===== config.mk =====
export PLATFORM = sky130hd
export DESIGN_NAME = cfc_cmd_dec
export DESIGN_NICKNAME = d
export VERILOG_FILES = /design/src/hdl/cfc_pkg.sv /design/src/hdl/cfc_cmd_dec.sv
export SDC_FILE = /design/constraint.sdc
export NUM_CORES = 1
export LEC_CHECK = 0
export ABC_CLOCK_PERIOD_IN_PS = 4200
export BUFFER_PORTS_ARGS = -buffer_cell sky130_fd_sc_hd__buf_2
export CAP_MARGIN = 15
export CORE_MARGIN = 2
export CORE_UTILIZATION = 42
export DETAILED_ROUTE_END_ITERATION = 12
export PLACE_DENSITY_LB_ADDON = 0.25
export SYNTH_ARGS = -nofsm -noshare
export SYNTH_HDL_FRONTEND = slang
export SYNTH_SLANG_ARGS = --single-unit

===== constraint.sdc =====
create_clock -name vclk -period 4.2
set_clock_uncertainty 0.1 [all_clocks]
set_input_delay 0.42 -clock vclk [all_inputs]
set_output_delay 0.42 -clock vclk [all_outputs]
set_load 0.005 [all_outputs]

===== src/hdl/cfc_pkg.sv =====
// Types, command codes and query tables shared by the flash command block.
package cfc_pkg;

  // Command mode of the flash device
  typedef enum logic [3:0] {
    M_READ        = 4'd0,
    M_CFI         = 4'd1,
    M_UNLOCK      = 4'd2,
    M_COMMAND     = 4'd3,
    M_ID          = 4'd4,
    M_ERASE_SETUP = 4'd5,
    M_ERASE_UNLK  = 4'd6,
    M_ERASE_CMD   = 4'd7,
    M_PROGRAM     = 4'd8
  } mode_t;

  // Sequencer state of the top level
  typedef enum logic [2:0] {
    S_CLEAR = 3'd0,
    S_IDLE  = 3'd1,
    S_RD    = 3'd2,
    S_PROG  = 3'd3,
    S_ERASE = 3'd4
  } seq_t;

  // Access kinds
  localparam logic [2:0] REQ_RD8  = 3'd0;
  localparam logic [2:0] REQ_RD16 = 3'd1;
  localparam logic [2:0] REQ_RD32 = 3'd2;
  localparam logic [2:0] REQ_WR8  = 3'd3;
  localparam logic [2:0] REQ_WR16 = 3'd4;

  // Command data
  localparam logic [15:0] CMD_CFI_QUERY = 16'h0098;
  localparam logic [15:0] CMD_UNLOCK1   = 16'h00AA;
  localparam logic [15:0] CMD_UNLOCK2   = 16'h0055;
  localparam logic [15:0] CMD_ID        = 16'h0090;
  localparam logic [15:0] CMD_ERASE     = 16'h0080;
  localparam logic [15:0] CMD_PROGRAM   = 16'h00A0;
  localparam logic [15:0] CMD_SEC_ERASE = 16'h0030;
  localparam logic [15:0] CMD_CHIP_ERS  = 16'h0010;
  localparam logic [15:0] CMD_RESET     = 16'h00F0;

  // Command word addresses (halfword units)
  localparam logic [11:0] WORD_CFI_QUERY = 12'h055;
  localparam logic [11:0] WORD_UNLOCK1   = 12'h555;
  localparam logic [11:0] WORD_UNLOCK2   = 12'h2AA;

  localparam int unsigned CFI_FIRST_WORD = 16;
  localparam int unsigned CFI_LEN        = 65;
  localparam logic [6:0]  CFI_SIZE_IDX   = 7'h17;
  localparam logic [6:0]  CFI_REGION_IDX = 7'h1D;
  localparam int unsigned ID_LEN         = 16;

  localparam logic [7:0] CFI_BASE [CFI_LEN] = '{
    8'h51, 8'h52, 8'h59, 8'h02, 8'h00, 8'h40, 8'h00, 8'h00, 8'h00, 8'h00, 8'h00,
    8'h27, 8'h36, 8'h00, 8'h00, 8'h06, 8'h06, 8'h09, 8'h13, 8'h03, 8'h05, 8'h03,
    8'h02, 8'h1B, 8'h02, 8'h00, 8'h06, 8'h00, 8'h01, 8'hFF, 8'h03, 8'h00, 8'h02,
    8'h00, 8'h00, 8'h00, 8'h00, 8'h00, 8'h00, 8'h00, 8'h00, 8'h00, 8'h00, 8'h00,
    8'h00, 8'h00, 8'h00, 8'h00, 8'h50, 8'h52, 8'h49, 8'h31, 8'h33, 8'h14, 8'h02,
    8'h01, 8'h00, 8'h08, 8'h00, 8'h00, 8'h02, 8'hB5, 8'hC5, 8'h04, 8'h01
  };

  localparam logic [7:0] ID_TABLE [ID_LEN] = '{
    8'h01, 8'h7E, 8'h00, 8'h19, 8'h00, 8'h00, 8'h00, 8'h00,
    8'h00, 8'h00, 8'h00, 8'h00, 8'h00, 8'h00, 8'h21, 8'h01
  };

  // Decoder actions handed to the sequencer
  typedef struct packed {
    mode_t      mode_nxt;
    logic       arr_rd;
    logic       prog;
    logic       erase;
    logic [7:0] tbl_data;
  } cfc_act_t;

  // Query table entry with the density-dependent entries patched in
  function automatic logic [7:0] cfi_entry(input logic [6:0] idx, input logic [1:0] size_code);
    logic [7:0] val;
    val = 8'h00;
    if (idx == CFI_SIZE_IDX) begin
      val = 8'h18 + {6'd0, size_code};
    end else if (idx == CFI_REGION_IDX) begin
      val = (size_code == 2'd0) ? 8'h7F : 8'hFF;
    end else if (idx == CFI_REGION_IDX + 7'd1) begin
      case (size_code)
        2'd2:    val = 8'h01;
        2'd3:    val = 8'h03;
        default: val = 8'h00;
      endcase
    end else if (idx == CFI_REGION_IDX + 7'd2) begin
      val = 8'h00;
    end else if (idx == CFI_REGION_IDX + 7'd3) begin
      val = 8'h02;
    end else if (idx < 7'(CFI_LEN)) begin
      val = CFI_BASE[idx];
    end
    return val;
  endfunction

endpackage


===== src/hdl/cfc_cmd_dec.sv =====
// Command decoder: mode transitions, actions and query/ID table reads.
module cfc_cmd_dec #(
  parameter int MEM_ADDR_BITS = 20
) (
  input  cfc_pkg::mode_t            mode,
  input  logic [2:0]                req_type,
  input  logic [MEM_ADDR_BITS-1:0]  byte_address,
  input  logic [15:0]               write_data,
  input  logic [1:0]                size_code,
  output cfc_pkg::cfc_act_t         act
);

  localparam int WB = MEM_ADDR_BITS - 1;

  logic [WB-1:0] word;
  logic [WB-1:0] cfi_off;
  logic          wr;
  logic          rd_narrow;
  logic          cfi_hit;
  logic          id_hit;
  logic [7:0]    cfi_val;
  logic [7:0]    id_val;

  assign word    = byte_address[MEM_ADDR_BITS-1:1];
  assign cfi_off = word - WB'(cfc_pkg::CFI_FIRST_WORD);
  assign wr      = (req_type == cfc_pkg::REQ_WR16);
  assign cfi_hit = (word >= WB'(cfc_pkg::CFI_FIRST_WORD)) &&
                   (word <  WB'(cfc_pkg::CFI_FIRST_WORD + cfc_pkg::CFI_LEN));
  assign id_hit  = (word < WB'(cfc_pkg::ID_LEN));
  assign cfi_val = cfi_hit ? cfc_pkg::cfi_entry(cfi_off[6:0], size_code) : 8'h00;
  assign id_val  = id_hit ? cfc_pkg::ID_TABLE[word[3:0]] : 8'h00;

  always_comb begin
    rd_narrow = (req_type inside {cfc_pkg::REQ_RD8, cfc_pkg::REQ_RD16});
    act = '{mode_nxt: mode, arr_rd: 1'b0, prog: 1'b0, erase: 1'b0, tbl_data: 8'h00};
    case (mode)
      cfc_pkg::M_READ: begin
        if (wr && word == WB'(cfc_pkg::WORD_CFI_QUERY) && write_data == cfc_pkg::CMD_CFI_QUERY)
          act.mode_nxt = cfc_pkg::M_CFI;
        else if (wr && word == WB'(cfc_pkg::WORD_UNLOCK1) && write_data == cfc_pkg::CMD_UNLOCK1)
          act.mode_nxt = cfc_pkg::M_UNLOCK;
        else if (req_type inside {cfc_pkg::REQ_RD8, cfc_pkg::REQ_RD16, cfc_pkg::REQ_RD32})
          act.arr_rd = 1'b1;
      end
      cfc_pkg::M_CFI: begin
        if (wr && write_data == cfc_pkg::CMD_RESET)
          act.mode_nxt = cfc_pkg::M_READ;
        else if (rd_narrow)
          act.tbl_data = cfi_val;
      end
      cfc_pkg::M_UNLOCK: begin
        if (wr && word == WB'(cfc_pkg::WORD_UNLOCK2) && write_data == cfc_pkg::CMD_UNLOCK2)
          act.mode_nxt = cfc_pkg::M_COMMAND;
      end
      cfc_pkg::M_COMMAND: begin
        if (wr && word == WB'(cfc_pkg::WORD_UNLOCK1)) begin
          if (write_data == cfc_pkg::CMD_ID)
            act.mode_nxt = cfc_pkg::M_ID;
          else if (write_data == cfc_pkg::CMD_ERASE)
            act.mode_nxt = cfc_pkg::M_ERASE_SETUP;
          else if (write_data == cfc_pkg::CMD_PROGRAM)
            act.mode_nxt = cfc_pkg::M_PROGRAM;
        end
      end
      cfc_pkg::M_PROGRAM: begin
        if (wr) begin
          act.prog     = 1'b1;
          act.mode_nxt = cfc_pkg::M_READ;
        end
      end
      cfc_pkg::M_ERASE_SETUP: begin
        if (wr && word == WB'(cfc_pkg::WORD_UNLOCK1) && write_data == cfc_pkg::CMD_UNLOCK1)
          act.mode_nxt = cfc_pkg::M_ERASE_UNLK;
      end
      cfc_pkg::M_ERASE_UNLK: begin
        if (wr && word == WB'(cfc_pkg::WORD_UNLOCK2) && write_data == cfc_pkg::CMD_UNLOCK2)
          act.mode_nxt = cfc_pkg::M_ERASE_CMD;
      end
      cfc_pkg::M_ERASE_CMD: begin
        // Chip erase leaves the array alone
        if (wr && word == WB'(cfc_pkg::WORD_UNLOCK1) && write_data == cfc_pkg::CMD_CHIP_ERS) begin
          act.mode_nxt = cfc_pkg::M_READ;
        end else if (wr && write_data == cfc_pkg::CMD_SEC_ERASE) begin
          act.erase    = 1'b1;
          act.mode_nxt = cfc_pkg::M_READ;
        end
      end
      cfc_pkg::M_ID: begin
        if (wr && write_data == cfc_pkg::CMD_RESET)
          act.mode_nxt = cfc_pkg::M_READ;
        else if (rd_narrow)
          act.tbl_data = id_val;
      end
      default: act.mode_nxt = cfc_pkg::M_READ;
    endcase
  end

endmodule


# Word level (Yosys, flattened, before mapping)
# Memory sizes are Yosys's and may differ from the RTL's.
# Index checks and enable logic that the tools add are counted.
[totals]
inputBits = 45
mem_bits_ro = 1152
elab_cells = 100
n_memories = 2
out_inout_bits = 15
regBits = 0
[classes]
bitwise_logic = 2
n_reduce_logical = 16
add_sub_neg = 2
order_cmp = 6
mux = 42
eq_ne = 30
[memory_table]
columns = ["name", "words", "word_bits", "rd", "rd_clocked_by_memory_dff", "write_ports", "line", "source"]
rows = [
  ["(name not given)", 128, 8, 1, 0, 0, "cfc_pkg.sv:97", "val = CFI_BASE[idx];"],
  ["(name not given)", 16, 8, 1, 0, 0, "cfc_cmd_dec.sv:31", "assign id_val = id_hit ? cfc_pkg::ID_TABLE[word[3:0]] : 8'h00;"],
]
[ops]
columns = ["cell", "n"]
rows = [
  ["$mux W8", 17],
  ["$eq A16 B8 Y1 const B", 6],
  ["$mux W4", 13],
  ["$pmux W4 S8", 1],
  ["$eq A7 B5 Y1 const B", 4],
  ["$eq A19 B10 Y1 const B", 1],
  ["$eq A19 B11 Y1 const B", 1],
  ["$eq A19 B7 Y1 const B", 1],
  ["$ge A19 B5 Y1 const B", 1],
  ["$lt A19 B5 Y1 const B", 1],
  ["$lt A19 B7 Y1 const B", 1],
  ["$eq A16 B5 Y1 const B", 1],
  ["$eq A16 B6 Y1 const B", 1],
  ["$eq A16 B7 Y1 const B", 1],
  ["$eq A4 B3 Y1 const B", 4],
  ["$pmux W8 S2", 1],
  ["$logic_and A1 B1 Y1", 10],
  ["$mux W1", 9],
  ["$eq A4 B2 Y1 const B", 2],
  ["$ge A8 B8 Y1 const B", 1],
  ["$not A7 Y8", 1],
  ["$eq A7 B6 Y1 const B", 1],
  ["$lt A7 B7 Y1 const B", 1],
  ["$sub A7 B5 Y7 const B", 1],
  ["other kinds (16)", 17],
]

# Logic depth before layout (Yosys ltp)
[depth]
depth_word = 15
mapped_depth = 10

# Least setup slack after synthesis
# OpenSTA, ideal clock, no wires.
[synth_timing]
kind = "input-to-output"
start = "in byte_address[2]"
end = "out act[14] (netlist name)"
n_path_buf = 1
stages = 8
setup_slack_ps = 1384
arrival_ps = 2296
t_required_ps = 3680
path_cell_list = "inv_1 ha_1 clkbuf_1 and4b_1 nand4_1 or4_1 o31ai_1 o311a_1"
[synth_lines]
columns = ["element", "line", "source"]
rows = [
  ["from (decl)", "cfc_cmd_dec.sv:7", "input logic [MEM_ADDR_BITS-1:0] byte_address,"],
  ["to (decl)", "cfc_cmd_dec.sv:10", "output cfc_pkg::cfc_act_t act"],
]

==> results.md <==
* Result of the run: complete, no violations
* Dominant cell type by area after synthesis: ha_1
* Total area of sequential cells at 0 um^2
* Effective utilization at floorplan at 44.2%
* Floorplan die area at 4030 um^2
* Pre-CTS setup slack at 0.868 ns
* Required time reported for the critical path endpoint at 3.68 ns
* Mapped Area at 1490 um^2
* Count of antenna diodes in the layout at 0
* Source of the worst hold timing path: req_type[2]
* Max Clk Rate at 295 MHz
* Max Cap Violations at 0
* Share of the synthesized area in the top cell type at 10.1%
* Post-detailed-route via-to-cell ratio at 6.41
* Post-CTS setup buffer count at 0
* Post-CTS Hold Fix Bufs at 0
* Post-synthesis instance total at 233
* Reported leakage power at 0.698 nW
* Switching fraction of total power at 59.6%
* Count of buffering cells on the critical path with inverters included at 3
* Sum Neg Setup Slack at 0 ns
* Power density normalized to cell area at 81.0 nW/um^2
* Final setup fails at 0
* Fraction of final layout cells with drive strength greater than 1 at 24.6%
* Count of standard-cell rows at 21
* Fraction of power consumed by the clock network at 0%
* Classification of the worst setup path: input port to primary output
* Number of top-level design ports at 60
* Vias in the first global route at 1,753
* Yosys Warn Count at 0
* Commonest cells in the netlist: 20 x o21ai_0, 18 x nor2_1, 14 x nand2_1
* Number of vias after detailed routing at 2,064
* Sequential group share of total power at 0%
* Slowest stage cell on the critical path: xnor2_1
* Final RePlAce weighted congestion at 0.907
* Port buffer count at 59
* Final Slew Violations at 0
* Maximum number of pins on one net before global-route repair at 30
* Crit. End Element: primary output
* Cells along the critical path: buf_2, inv_1, ha_1, xnor2_1, o21ai_0, nor2b_1, a21oi_1, a211oi_1, buf_2
* Cell-internal power at 0.0000581 W
* 1st-iter DRT viols at 298
* Synth area leaders: ha_1 10%, o21ai_0 6.7%, nor2_1 4.5%
* Fraction of power consumed by combinational cells at 100.0%
* Chip width at 63.5 um
* First-pass GRT wire length at 7960 um
* Vertical extent of the die at 63.5 um
* Startpoint class of the critical path: input port
* Fin nets at 335
* Post-Synthesis Mean Instance Area at 6.37 um^2
* Final period demand of the worst path at 3.39 ns
* Critical path fanouts, max at 19
* Post-detailed-placement half-perimeter wirelength at 3790 um
* RSZ-0062 raised after global routing: no
* Hold path endpoint: act[10]
* Net count after synthesis at 290
* Count leader, synth: o21ai_0
* CP peak stage delay at 0.55 ns
* P&R area growth vs syn at 19.5%
* Hold Worst Slack at 1.05 ns
* Period utilization at 80.7%
* Slew at the pin closest to its max-slew limit at 0.689 ns
* Post-layout worst setup margin at 0.811 ns
* Worst ir drop on vdd at 0.0317 mV
* Count of unique library cells instantiated by Yosys at 57
* Min-delay worst type: input port to primary output
* Cell depth of the worst min-delay path at 3
* Routed Antenna Nets at 0
* Total count of hold-check failures in the final report at 0
* Routed wirelength normalized by instance count at 14.7 um
* Worst slew slack as a fraction of its limit at 53.7%
* Wirelength, routed at 4740 um
* Endpoint arrival time on the critical path at 2.87 ns
* Total of clock buffers placed in the layout at 0
* Grt ovf at 0
* Seq/Total Area, Yosys at 0%
* Critical Path Most Common Cell: buf_2
* Number of sequential storage elements at 0
* NetSw at 0.0000856 W
* Post-detailed-route DRC marker count at 0
* Count of instances resized after the clock tree is built at 0
* Core footprint at 3360 um^2
* First-pass detailed-route iteration total at 5
* Antenna violations before repair at 0
* CP delay by family, top: compound AO/OA/AOI/OAI gates
* Tot GR Track Use at 23.2%
tightest hold or removal path, delay by kind of cell:
kind | cells | cell delay, ns
AO/OA/AOI/OAI | 1 | 0.07
buffers and inverters | 2 | 0.24
area by class of cell:
class,count,area (um^2)
fill,371,1590
multi-input combinational,208,1390
inverter,9,33.8
timing repair buffer,59,295
tap,46,57.6
placed cells by master, fill, tap and decap left out, drive strengths merged, types with 2 or more instances in the layout:
cell,n
xnor2,4
ha,12
nor2b,5
mux2i,3
o31a,2
or2,3
buf,59
o211ai,3
a2111oi,2
a21oi,7
o21bai,2
o21a,2
a211oi,5
nand2b,3
nand4b,2
mux2,2
o22ai,3
nor3b,7
nand3,12
nand2,14
and3,2
nor4,10
nor2,18
a31oi,9
or4,2
or3b,2
o31ai,4
inv,9
or3,3
and2,3
nor3,14
o21ai,20
nand4,8
a211o,2
through the flow:
stage | util [%] | area (um^2) | total power, W | instances
after floorplan | - | 1490 | 0.0000914 | 233
after global placement | 52.8 | 1780 | 0.000140 | 322
after detailed placement | 52.8 | 1780 | 0.000141 | 322
after CTS | 52.8 | 1780 | 0.000141 | 322
after global routing | 52.8 | 1780 | 0.000159 | 322
final | 52.8 | 1780 | 0.000144 | 322
power by group through the flow:
stage / sequential (W) / clock (W) / combinational [W]
5_1_grt: 0 / 0 / 0.000159
4_1_cts: 0 / 0 / 0.000141
3_5_place_dp: 0 / 0 / 0.000141
6_report: 0 / 0 / 0.000144
3_3_place_gp: 0 / 0 / 0.000140
2_1_floorplan: 0 / 0 / 0.0000914
per-layer routing:
metal / track usage (%) / vias up / routed length [um]
met3: 1.43 / 6 / 457
met4: 2.17 / 0 / 42
met2: 38.8 / 136 / 2150
met1: 33.8 / 923 / 2090
met5: 0 / - / 0
li1: - / 999 / -
worst max-delay path by stage:
| stage | from | end | cells past startpoint |
|---|---|---|---|
| after floorplan | byte_address[2] | act[14] | 8 |
| after global placement | byte_address[2] | act[11] | 10 |
| after detailed placement | byte_address[2] | act[11] | 10 |
| after CTS | byte_address[2] | act[11] | 10 |
| after global routing | byte_address[5] | act[2] | 9 |
| final | byte_address[5] | act[7] | 9 |
kinds of logic after synthesis:
| family | synth area share [%] |
|---|---|
| simple gates | 43.6 |
| compound gates | 32.4 |
| buf+inv | 6.49 |
| fa+ha+maj | 10.1 |
| mux | 5.05 |
| xor+xnor | 2.36 |
No activity file was read; power rests on OpenSTA's default activity.
